===== config.mk =====
export PLATFORM = sky130hd
export DESIGN_NAME = crc_checked_record_decoder_core
export DESIGN_NICKNAME = d
export VERILOG_FILES = /design/src/rtl/cccrd_pkg.sv /design/src/rtl/crc_checked_record_decoder_core.sv /design/src/rtl/cccrd_in_reg.sv /design/src/rtl/cccrd_parse.sv /design/src/rtl/cccrd_out_reg.sv
export SDC_FILE = /design/constraint.sdc
export NUM_CORES = 1
export LEC_CHECK = 0
export BUFFER_PORTS_ARGS = -buffer_cell sky130_fd_sc_hd__buf_2
export CORE_MARGIN = 4
export CORE_UTILIZATION = 52
export DETAILED_ROUTE_END_ITERATION = 7
export PLACE_DENSITY = 0.76
export SLEW_MARGIN = 0
export SYNTH_ARGS = -nofsm -noshare
export SYNTH_HDL_FRONTEND = slang
export SYNTH_SLANG_ARGS = --single-unit

===== constraint.sdc =====
create_clock -name clk -period 8.8 [get_ports clk]
set_clock_uncertainty 0.05 [all_clocks]
set_input_delay 0 -clock clk [delete_from_list [all_inputs] [get_ports clk]]
set_output_delay 0 -clock clk [all_outputs]
set_load 0.1 [all_outputs]

===== src/rtl/cccrd_pkg.sv =====
package cccrd_pkg;

	localparam logic [15:0] CRC_POLY = 16'h8005;

	localparam int ADDR_W = 5;

	localparam logic [ADDR_W-1:0] ADDR_MAGIC0   = 5'd0;
	localparam logic [ADDR_W-1:0] ADDR_MAGIC1   = 5'd1;
	localparam logic [ADDR_W-1:0] ADDR_CAGE0    = 5'd2;
	localparam logic [ADDR_W-1:0] ADDR_NAME_LO0 = 5'd4;
	localparam logic [ADDR_W-1:0] ADDR_NAME_HI0 = 5'd12;
	localparam logic [ADDR_W-1:0] ADDR_STAMP0   = 5'd16;
	localparam logic [ADDR_W-1:0] ADDR_CRC_LO   = 5'd20;
	localparam logic [ADDR_W-1:0] ADDR_LAST     = 5'd21;
	localparam logic [ADDR_W-1:0] ADDR_DONE     = 5'd22;

	localparam int CFG_IDX_W = 1;
	localparam logic [CFG_IDX_W-1:0] CFG_MAGIC_FIRST  = 1'b0;
	localparam logic [CFG_IDX_W-1:0] CFG_MAGIC_SECOND = 1'b1;

	typedef enum logic [1:0] {
		ST_OK      = 2'd0,
		ST_UNPROG  = 2'd1,
		ST_CRC_ERR = 2'd2
	} status_t;

	typedef struct packed {
		logic       valid;
		logic [7:0] rec_byte;
		logic       rec_start;
	} in_item_t;

	typedef struct packed {
		status_t     status;
		logic [15:0] cage_number;
		logic [63:0] name_low;
		logic [23:0] name_high;
		logic [31:0] stamp;
	} result_t;

	// byte-wide crc-16 update, msb first
	function automatic logic [15:0] crc_feed(input logic [15:0] crc, input logic [7:0] b);
		logic [15:0] c;
		c = crc ^ {b, 8'h00};
		for (int k = 0; k < 8; k++) begin
			c = c[15] ? ({c[14:0], 1'b0} ^ CRC_POLY) : {c[14:0], 1'b0};
		end
		return c;
	endfunction

endpackage


===== src/rtl/crc_checked_record_decoder_core.sv =====
// Record decoder: takes a stored 22-byte record one byte per item, from address 0 (rec_start
// restarts it), checks the two magic bytes against magic_first and magic_second, runs a
// CRC-16 (poly 0x8005, init 0, msb first) over bytes 0 to 19 and compares it with the
// little-endian CRC in bytes 20 and 21, then gives one result item: ok with the cage number,
// name and timestamp, or unprogrammed / crc error with all fields zero. Bytes after 21 give
// nothing until the next rec_start. One byte is taken every cycle; the parse stage does the
// byte-wide CRC update and field capture; byte 21 goes via the input register to the output
// register behind out_valid. Input stalls only while a finished result is held and stalled
// on the output and the next byte 21 is in the parse stage. Configuration is written on cfg_we.
module crc_checked_record_decoder_core (
	input  logic                                 clk,
	input  logic                                 arst_n,
	input  logic                                 cfg_we,
	input  logic [cccrd_pkg::CFG_IDX_W-1:0]      cfg_index,
	input  logic [7:0]                           cfg_data,
	input  logic                                 in_valid,
	output logic                                 in_stall,
	input  logic [7:0]                           rec_byte,
	input  logic                                 rec_start,
	output logic                                 out_valid,
	input  logic                                 out_stall,
	output logic [1:0]                           status,
	output logic [15:0]                          cage_number,
	output logic [63:0]                          name_low,
	output logic [23:0]                          name_high,
	output logic [31:0]                          stamp
);
	import cccrd_pkg::*;

	logic [7:0] magic_first_q;
	logic [7:0] magic_second_q;
	in_item_t   item;
	result_t    res;
	result_t    res_q;
	logic       last;
	logic       out_free;
	logic       fire;

	always_ff @(posedge clk or negedge arst_n) begin
		if (!arst_n) begin
			magic_first_q  <= '0;
			magic_second_q <= '0;
		end else if (cfg_we) begin
			case (cfg_index)
				CFG_MAGIC_FIRST:  magic_first_q  <= cfg_data;
				CFG_MAGIC_SECOND: magic_second_q <= cfg_data;
				default: ;
			endcase
		end
	end

	assign out_free = !out_valid || !out_stall;
	assign fire     = item.valid && (!last || out_free);

	cccrd_in_reg u_in (
		.clk       (clk),
		.arst_n    (arst_n),
		.in_valid  (in_valid),
		.in_stall  (in_stall),
		.rec_byte  (rec_byte),
		.rec_start (rec_start),
		.fire      (fire),
		.item      (item)
	);

	cccrd_parse u_parse (
		.clk          (clk),
		.arst_n       (arst_n),
		.item         (item),
		.fire         (fire),
		.magic_first  (magic_first_q),
		.magic_second (magic_second_q),
		.last         (last),
		.res          (res)
	);

	cccrd_out_reg u_out (
		.clk       (clk),
		.arst_n    (arst_n),
		.load      (fire && last),
		.res       (res),
		.out_stall (out_stall),
		.out_valid (out_valid),
		.res_q     (res_q)
	);

	assign status      = res_q.status;
	assign cage_number = res_q.cage_number;
	assign name_low    = res_q.name_low;
	assign name_high   = res_q.name_high;
	assign stamp       = res_q.stamp;

endmodule


===== src/rtl/cccrd_in_reg.sv =====
module cccrd_in_reg (
	input  logic                clk,
	input  logic                arst_n,
	input  logic                in_valid,
	output logic                in_stall,
	input  logic [7:0]          rec_byte,
	input  logic                rec_start,
	input  logic                fire,
	output cccrd_pkg::in_item_t item
);
	import cccrd_pkg::*;

	logic       valid_s1;
	logic [7:0] byte_s1;
	logic       start_s1;
	logic       load_en;

	assign load_en  = !valid_s1 || fire;
	assign in_stall = !load_en;

	always_ff @(posedge clk or negedge arst_n) begin
		if (!arst_n) begin
			valid_s1 <= 1'b0;
		end else if (load_en) begin
			valid_s1 <= in_valid;
		end
	end

	always_ff @(posedge clk) begin
		if (load_en && in_valid) begin
			byte_s1  <= rec_byte;
			start_s1 <= rec_start;
		end
	end

	assign item.valid     = valid_s1;
	assign item.rec_byte  = byte_s1;
	assign item.rec_start = start_s1;

endmodule


===== src/rtl/cccrd_parse.sv =====
module cccrd_parse (
	input  logic                clk,
	input  logic                arst_n,
	input  cccrd_pkg::in_item_t item,
	input  logic                fire,
	input  logic [7:0]          magic_first,
	input  logic [7:0]          magic_second,
	output logic                last,
	output cccrd_pkg::result_t  res
);
	import cccrd_pkg::*;

	logic [ADDR_W-1:0] count_q;
	logic [15:0]       crc_q;
	logic              match_q;
	logic [7:0]        crc_lo_q;
	logic [15:0]       cage_q;
	logic [63:0]       name_lo_q;
	logic [23:0]       name_hi_q;
	logic [31:0]       stamp_q;

	logic [ADDR_W-1:0] addr;
	logic              active;
	logic              step;
	logic [15:0]       crc_base;
	logic [15:0]       stored;

	assign addr     = item.rec_start ? '0 : count_q;
	assign active   = addr < ADDR_DONE;
	assign step     = fire && active;
	assign last     = item.valid && (addr == ADDR_LAST);
	assign crc_base = (addr == ADDR_MAGIC0) ? '0 : crc_q;

	always_ff @(posedge clk or negedge arst_n) begin
		if (!arst_n) begin
			count_q <= '0;
			crc_q   <= '0;
			match_q <= 1'b0;
		end else if (step) begin
			count_q <= addr + 5'd1;
			if (addr < ADDR_CRC_LO) begin
				crc_q <= crc_feed(crc_base, item.rec_byte);
			end
			if (addr == ADDR_MAGIC0) begin
				match_q <= (item.rec_byte == magic_first);
			end else if (addr == ADDR_MAGIC1) begin
				match_q <= match_q && (item.rec_byte == magic_second);
			end
		end
	end

	always_ff @(posedge clk) begin
		if (step) begin
			for (int i = 0; i < 2; i++) begin
				if (addr == ADDR_CAGE0 + 5'(i)) cage_q[i*8 +: 8] <= item.rec_byte;
			end
			for (int i = 0; i < 8; i++) begin
				if (addr == ADDR_NAME_LO0 + 5'(i)) name_lo_q[i*8 +: 8] <= item.rec_byte;
			end
			for (int i = 0; i < 3; i++) begin
				if (addr == ADDR_NAME_HI0 + 5'(i)) name_hi_q[i*8 +: 8] <= item.rec_byte;
			end
			for (int i = 0; i < 4; i++) begin
				if (addr == ADDR_STAMP0 + 5'(i)) stamp_q[i*8 +: 8] <= item.rec_byte;
			end
			if (addr == ADDR_CRC_LO) crc_lo_q <= item.rec_byte;
		end
	end

	assign stored = {item.rec_byte, crc_lo_q};

	always_comb begin
		res = '0;
		if (!match_q) begin
			res.status = ST_UNPROG;
		end else if (stored != crc_q) begin
			res.status = ST_CRC_ERR;
		end else begin
			res.status      = ST_OK;
			res.cage_number = cage_q;
			res.name_low    = name_lo_q;
			res.name_high   = name_hi_q;
			res.stamp       = stamp_q;
		end
	end

endmodule


===== src/rtl/cccrd_out_reg.sv =====
module cccrd_out_reg (
	input  logic               clk,
	input  logic               arst_n,
	input  logic               load,
	input  cccrd_pkg::result_t res,
	input  logic               out_stall,
	output logic               out_valid,
	output cccrd_pkg::result_t res_q
);
	import cccrd_pkg::*;

	logic valid_q;

	always_ff @(posedge clk or negedge arst_n) begin
		if (!arst_n) begin
			valid_q <= 1'b0;
		end else if (load) begin
			valid_q <= 1'b1;
		end else if (!out_stall) begin
			valid_q <= 1'b0;
		end
	end

	always_ff @(posedge clk) begin
		if (load) begin
			res_q <= res;
		end
	end

	assign out_valid = valid_q;

endmodule


### Word level (Yosys, flattened, before mapping)

Cells that the tools add are included.

* muxes and demuxes: 15
* add/sub/neg operators: 1
* reduce and logical (&&, ||, !) cells: 39
* bitwise gates (word level): 11
* eq/ne operators: 24
* order comparisons: 2

Operators with widths (number)
* 16-bit two-way mux: 9
* 2-bit AND reduction: 22
* 5-bit by 4-bit equality test with 1-bit output (second input constant): 7
* 5-bit equality test (second input constant): 6
* 3-bit NOT: 8
* 5-bit by 3-bit equality test with 1-bit output (second input constant): 4
* 8-bit equality test: 2
* 16-bit inequality test: 1
* 16-bit XOR: 1
* 5-bit by 2-bit equality test with 1-bit output (second input constant): 2
* 5-bit less-than comparator (second input constant): 2
* 1-bit logical AND: 6
* 5-bit by 1-bit adder with 5-bit output (second input constant): 1
* 5-bit by 1-bit equality test with 1-bit output (second input constant): 1
* 1-bit zero test: 5
* 5-bit zero test: 1
* 5-bit two-way mux: 1
* 1-bit two-way mux: 4
* 1-bit logical OR: 3
* 2-bit two-way mux: 1
* 2-bit by 1-bit inequality test with 1-bit output (second input constant): 1
* 1-bit NOT: 2
* 2-bit nonzero test: 1
* 2-bit OR reduction: 1

* bits in registers: 331
* input bits: 23
* output and inout bits: 140

### Longest topological paths before layout

* depth after elaboration: 20
* mapped depth: 11
* depth with buffers taken out: 9

### Cells and area by module

A second synthesis with hierarchy kept.

* cells, all modules: 734
* area, all modules: 12369.4 µm²

Modules (own cells, without submodules)
* cccrd_parse: cells an instance 539, instances 1, area an instance 7216.9 µm²
* cccrd_out_reg: cells an instance 140, instances 1, area an instance 4176.5 µm²
* crc_checked_record_decoder_core: cells an instance 39, instances 1, area an instance 633.1 µm²
* cccrd_in_reg: cells an instance 16, instances 1, area an instance 342.8 µm²

### Worst setup path after synthesis

Ideal clock, no wire load.

* path type: reg-to-reg
* from: register u_in.start_s1
* to: register u_out.res_q[0] (netlist name)
* stages on the path, launching flop included: 8
* path slack: -0.180 ns
* library setup time: 0.681 ns
* period minus slack after synthesis: 8.980 ns
* data required time: 8.069 ns
* arrival time: 8.249 ns
* cells stage by stage: edfxtp_1 > clkbuf_1 > nand2b_1 > inv_1 > ha_1 > nand2b_1 > or3_1 > a21oi_1

* word-level cells in the longest chain between the ends: 7

RTL lines
* from (decl): RTL line cccrd_in_reg.sv:15 `logic start_s1;`
* from (signal assigned): RTL line cccrd_in_reg.sv:32 `start_s1 <= rec_start;`
* 5-bit two-way mux *: RTL line cccrd_parse.sv:28 `assign addr = item.rec_start ? '0 : count_q;`
* 5-bit equality test *: RTL line cccrd_parse.sv:31 `assign last = item.valid && (addr == ADDR_LAST);`
* 1-bit logical AND *: RTL line cccrd_parse.sv:31
* 1-bit zero test: RTL line crc_checked_record_decoder_core.sv:53 `assign fire = item.valid && (!last || out_free);`
* 1-bit logical OR: RTL line crc_checked_record_decoder_core.sv:53
* 1-bit logical AND: RTL line crc_checked_record_decoder_core.sv:53
* 1-bit logical AND *: RTL line crc_checked_record_decoder_core.sv:80 `.load (fire && last),`
* net u_out.load: RTL line cccrd_out_reg.sv:4 `input logic load,`

The timed path passes the listed nets; every way through them passes the cells marked *.
A chain may end at the register's enable or synchronous reset.

### Worst setup path after layout

* from: register u_in.start_s1
* to: register u_parse.stamp_q[4], enable pin

* word-level cells in the longest chain between the ends: 8
* elaborated cells on any way between the ends: 10

RTL lines
* 5-bit two-way mux *: RTL line cccrd_parse.sv:28
* 5-bit equality test: RTL line cccrd_parse.sv:31
* 1-bit logical AND: RTL line cccrd_parse.sv:31
* 1-bit zero test: RTL line crc_checked_record_decoder_core.sv:53
* 1-bit logical OR: RTL line crc_checked_record_decoder_core.sv:53
* 1-bit logical AND: RTL line crc_checked_record_decoder_core.sv:53
* 1-bit logical AND: RTL line cccrd_parse.sv:30 `assign step = fire && active;`
* 2-bit AND reduction (no line) *
* to (signal, indexed assignment): RTL line cccrd_parse.sv:64 `if (addr == ADDR_STAMP0 + 5'(i)) stamp_q[i*8 +: 8] <= item.rec_byte;`
* to (decl): RTL line cccrd_parse.sv:20 `logic [31:0] stamp_q;`

Every way passes the cells marked *; elsewhere a longest branch is shown, timed or not.

==> impl_metrics.ini <==
[timing]
period_needed_ns = 3.297
tns_ns = 0
relSlewSlack = 0.3218
tightest_slew_ns = 1.017
clock.fmax_mhz = 303.3
finalHoldViolCount = 0
setup_violations = 0
rsz0062_at_grt = no
fin_crit_sh = 0.3746
finalMaxSlewViolations = 0

[worst_setup_path]
worstPathArrival_ns = 3.38
crit_required_ns = 8.89
critPathTopFamily = simple AND/OR/NAND/NOR gates
reg2reg_depth = 8
worst-path-buf-inv = 1
worstSetupStartpointType = flop
worst-path-stages = 8
r2r-end = u_parse.stamp_q[4]
max_stage_delay_ns = 0.68
critPathMaxFanout = 14
crit_path_top_delay_cell = nor2_1
end_kind = flop
r2r_slack_ns = 5.50
r2r-start = u_in.start_s1
crit_type = flop to flop
path_cells = nand2b_1 > inv_1 > ha_1 > nand2b_1 > nor4_4 > nor2_1 > nand3b_1 > nor2_1

[finish]
synthToLayoutAreaGrowth_pct = 19.99
multiInputGateArea_um2 = 2399
diodes = 0
seq_area_um2 = 9741
design_area_um2 = 14820
fin_nets = 951
fillers = 1698
drive_gt1_frac = 0.2666

[route]
via_per_inst = 5.264
dr.first_iter.drc_count = 446
totalWireLength_mm = 24.59
drt_pass1_iterations = 5
routedWlPerCell_um = 19.39
vias = 6675
drcViolationCount = 0
antenna_left = 0

[clock_network]
cts.sinks = 331
htreeDepth = 2
post-cts-setup-buffer-count = 0
cts_buffers = 34
clock_path_buffers = 3
clkTransAtPathRegs_ns = 0.06
clock_latency_ns = 0.51
cts-root-buf = clkbuf_16
cts_tree = built

[floorplanning]
start_util = 0.5276
fp.dieW_um = 162.1
core_um2 = 23400
die-area_um2 = 26270
io_pins = 163
num_rows = 56
die_h_um = 162.1

[logic_synthesis]
synth_top_family_by_area = simple AND/OR/NAND/NOR gates
yosys.area_share.simple = 0.1108
synth_top_area_share = 0.7077
synth_top_cell_by_area = edfxtp_1
synth_area_leaders = edfxtp_1 (71%), dfrtp_1 (8.1%), and3_1 (7.0%)
synth_ff_type = edfxtp_1
synth_compound_area_frac = 0.01358
synth_cells = 739
yosysMostFrequentCell = edfxtp_1
synth_seq_area_share = 0.7888
avgSynthCellArea_um2 = 16.71
muxShareOfSynthArea = 0.01540
syn_area_um2 = 12350
synth-xor-area-share = 0.04905
synth-seq-cells = 331
synthAdderAreaFrac = 0.004054
syn_nets = 766
ys_warn_count = 0
synth-async-reset-ratio = 0.1208
synthTopCellsByCount = edfxtp_1 (291), and3_1 (138), xnor2_1 (46)
synth_edf_count = 291
synth_cell_type_count = 41

[grt]
grt_max_degree = 138
grt_pass1_wl_mm = 37.72
grt_overflow = 0
grt_usage = 0.1863
antenna_found_initial = 0
grt_pass1_vias = 6710

[worst_hold_path]
min-delay-start = cfg_we
min_to = magic_second_q[6]
hold_path.class = input port to flop
min_path_cells = 3

[place]
hpwl_mm = 14.65
dpl-instance-area_um2 = 13470
io_buffers = 162
gp_congestion = 0.8419

[power_and_ir_drop]
leakage_nw = 5.382
power_density_nw_per_um2 = 240.9
ir_worst_vdd_mv = 0.1443
power.total_w = 0.003570

[run]
cap_violations = 0

[outcome]
status = complete, no violations
[cell type report]
cell class | count | area share
Tap cell | 319 | 0.02694
Multi-Input combinational cell | 353 | 0.1619
Clock inverter | 16 | 0.01208
Timing Repair Buffer | 197 | 0.07618
Sequential cell | 331 | 0.6575
Inverter | 7 | 0.001773
Clock buffer | 45 | 0.06368
[layout by cell type (no fill, tap or decap), types with 2 or more instances in the layout]
cell,Yosys,routed
a21oi_1,4,3
and2_1,8,8
and3_1,138,138
buf_2,13,162
buf_4,1,13
bufinv_16,0,3
clkbuf_1,34,7
clkbuf_16,0,35
clkbuf_8,0,3
clkinv_1,0,2
clkinv_2,0,8
clkinv_8,0,2
dfrtp_1,40,39
dlygate4sd3_1,0,22
edfxtp_1,291,291
ha_1,4,4
inv_1,7,7
mux2_2,16,16
nand2_1,39,39
nand2b_1,4,4
nand3_1,6,6
nand4_1,8,8
nor2_1,23,23
nor2b_1,2,2
nor4_1,3,2
o21ai_0,4,4
o21ai_1,14,14
xnor2_1,46,46
xor2_1,15,15
[metrics by stage]
step / hold slack, ns / instances / setup slack [ns] / util
2_1_floorplan: -0.3456 / 739 / 2.942 / -
3_3_place_gp: 0.1271 / 1185 / 5.774 / 0.5757
3_5_place_dp: 0.1281 / 1185 / 5.579 / 0.5757
4_1_cts: 0.05763 / 1268 / 5.535 / 0.6331
5_1_grt: 0.1109 / 1268 / 5.267 / 0.6331
6_report: 0.08113 / 1268 / 5.503 / 0.6331
[how the worst max path moves through the flow]
stage / endpoint / start / slack, ns
5_1_grt: u_parse.stamp_q[3] / u_in.start_s1 / 5.27
4_1_cts: u_parse.stamp_q[4] / u_in.start_s1 / 5.53
2_1_floorplan: u_out.res_q[0] / u_in.start_s1 / 2.94
6_report: u_parse.stamp_q[4] / u_in.start_s1 / 5.50
3_3_place_gp: u_out.res_q[116] / u_in.start_s1 / 5.77
3_5_place_dp: u_parse.stamp_q[3] / u_in.start_s1 / 5.58
[report_power, final]
group | internal, W | total, W | switching (W) | leakage, nW
logic | 0.000168 | 0.000341 | 0.000173 | 1.99
registers | 0.00176 | 0.00181 | 0.0000559 | 2.83
clock network | 0.000848 | 0.00141 | 0.000566 | 0.556
[sequential cells by signal, indices dropped and copies added, names as in the netlist, 5 cells and up]
name,cells
u_parse.stamp_q,32
u_parse.name_hi_q,24
u_parse.count_q,5
magic_first_q,8
u_parse.crc_q,16
u_out.res_q,138
magic_second_q,8
u_parse.name_lo_q,64
u_parse.crc_lo_q,8
u_parse.cage_q,16
u_in.byte_s1,8
[routing by layer]
layer  global-route usage  vias to the layer above  part of all wire  wire [um]
li1                     -                     3112                 -          -
met1               0.2505                     3312              0.43      10520
met2               0.3115                      213              0.49      12170
met3              0.03629                       38             0.057       1394
met4              0.05921                        0             0.020        500
met5                    0                        -                 0          0
[cell families after synthesis]
family                   count (synthesis)
AO/OA/AOI/OAI                           28
XOR/XNOR                                64
adder cells (fa/ha/maj)                  4
buffers and inverters                   55
flip-flops                             331
multiplexers                            17
AND/OR/NAND/NOR                        240
[tightest hold or removal path, delay by kind of cell]
family | cells | cell delay, ns
multiplexers | 1 | 0.22
buffers and inverters | 1 | 0.10
AND/OR/NAND/NOR | 1 | 0.28
[repair_timing]
item / 4_1_cts / 5_1_grt
hold buffers: 22 / 0
resized for setup: 0 / 0
hold endpoints to repair: 67 / 0
Power figures use the tool's default switching activity.
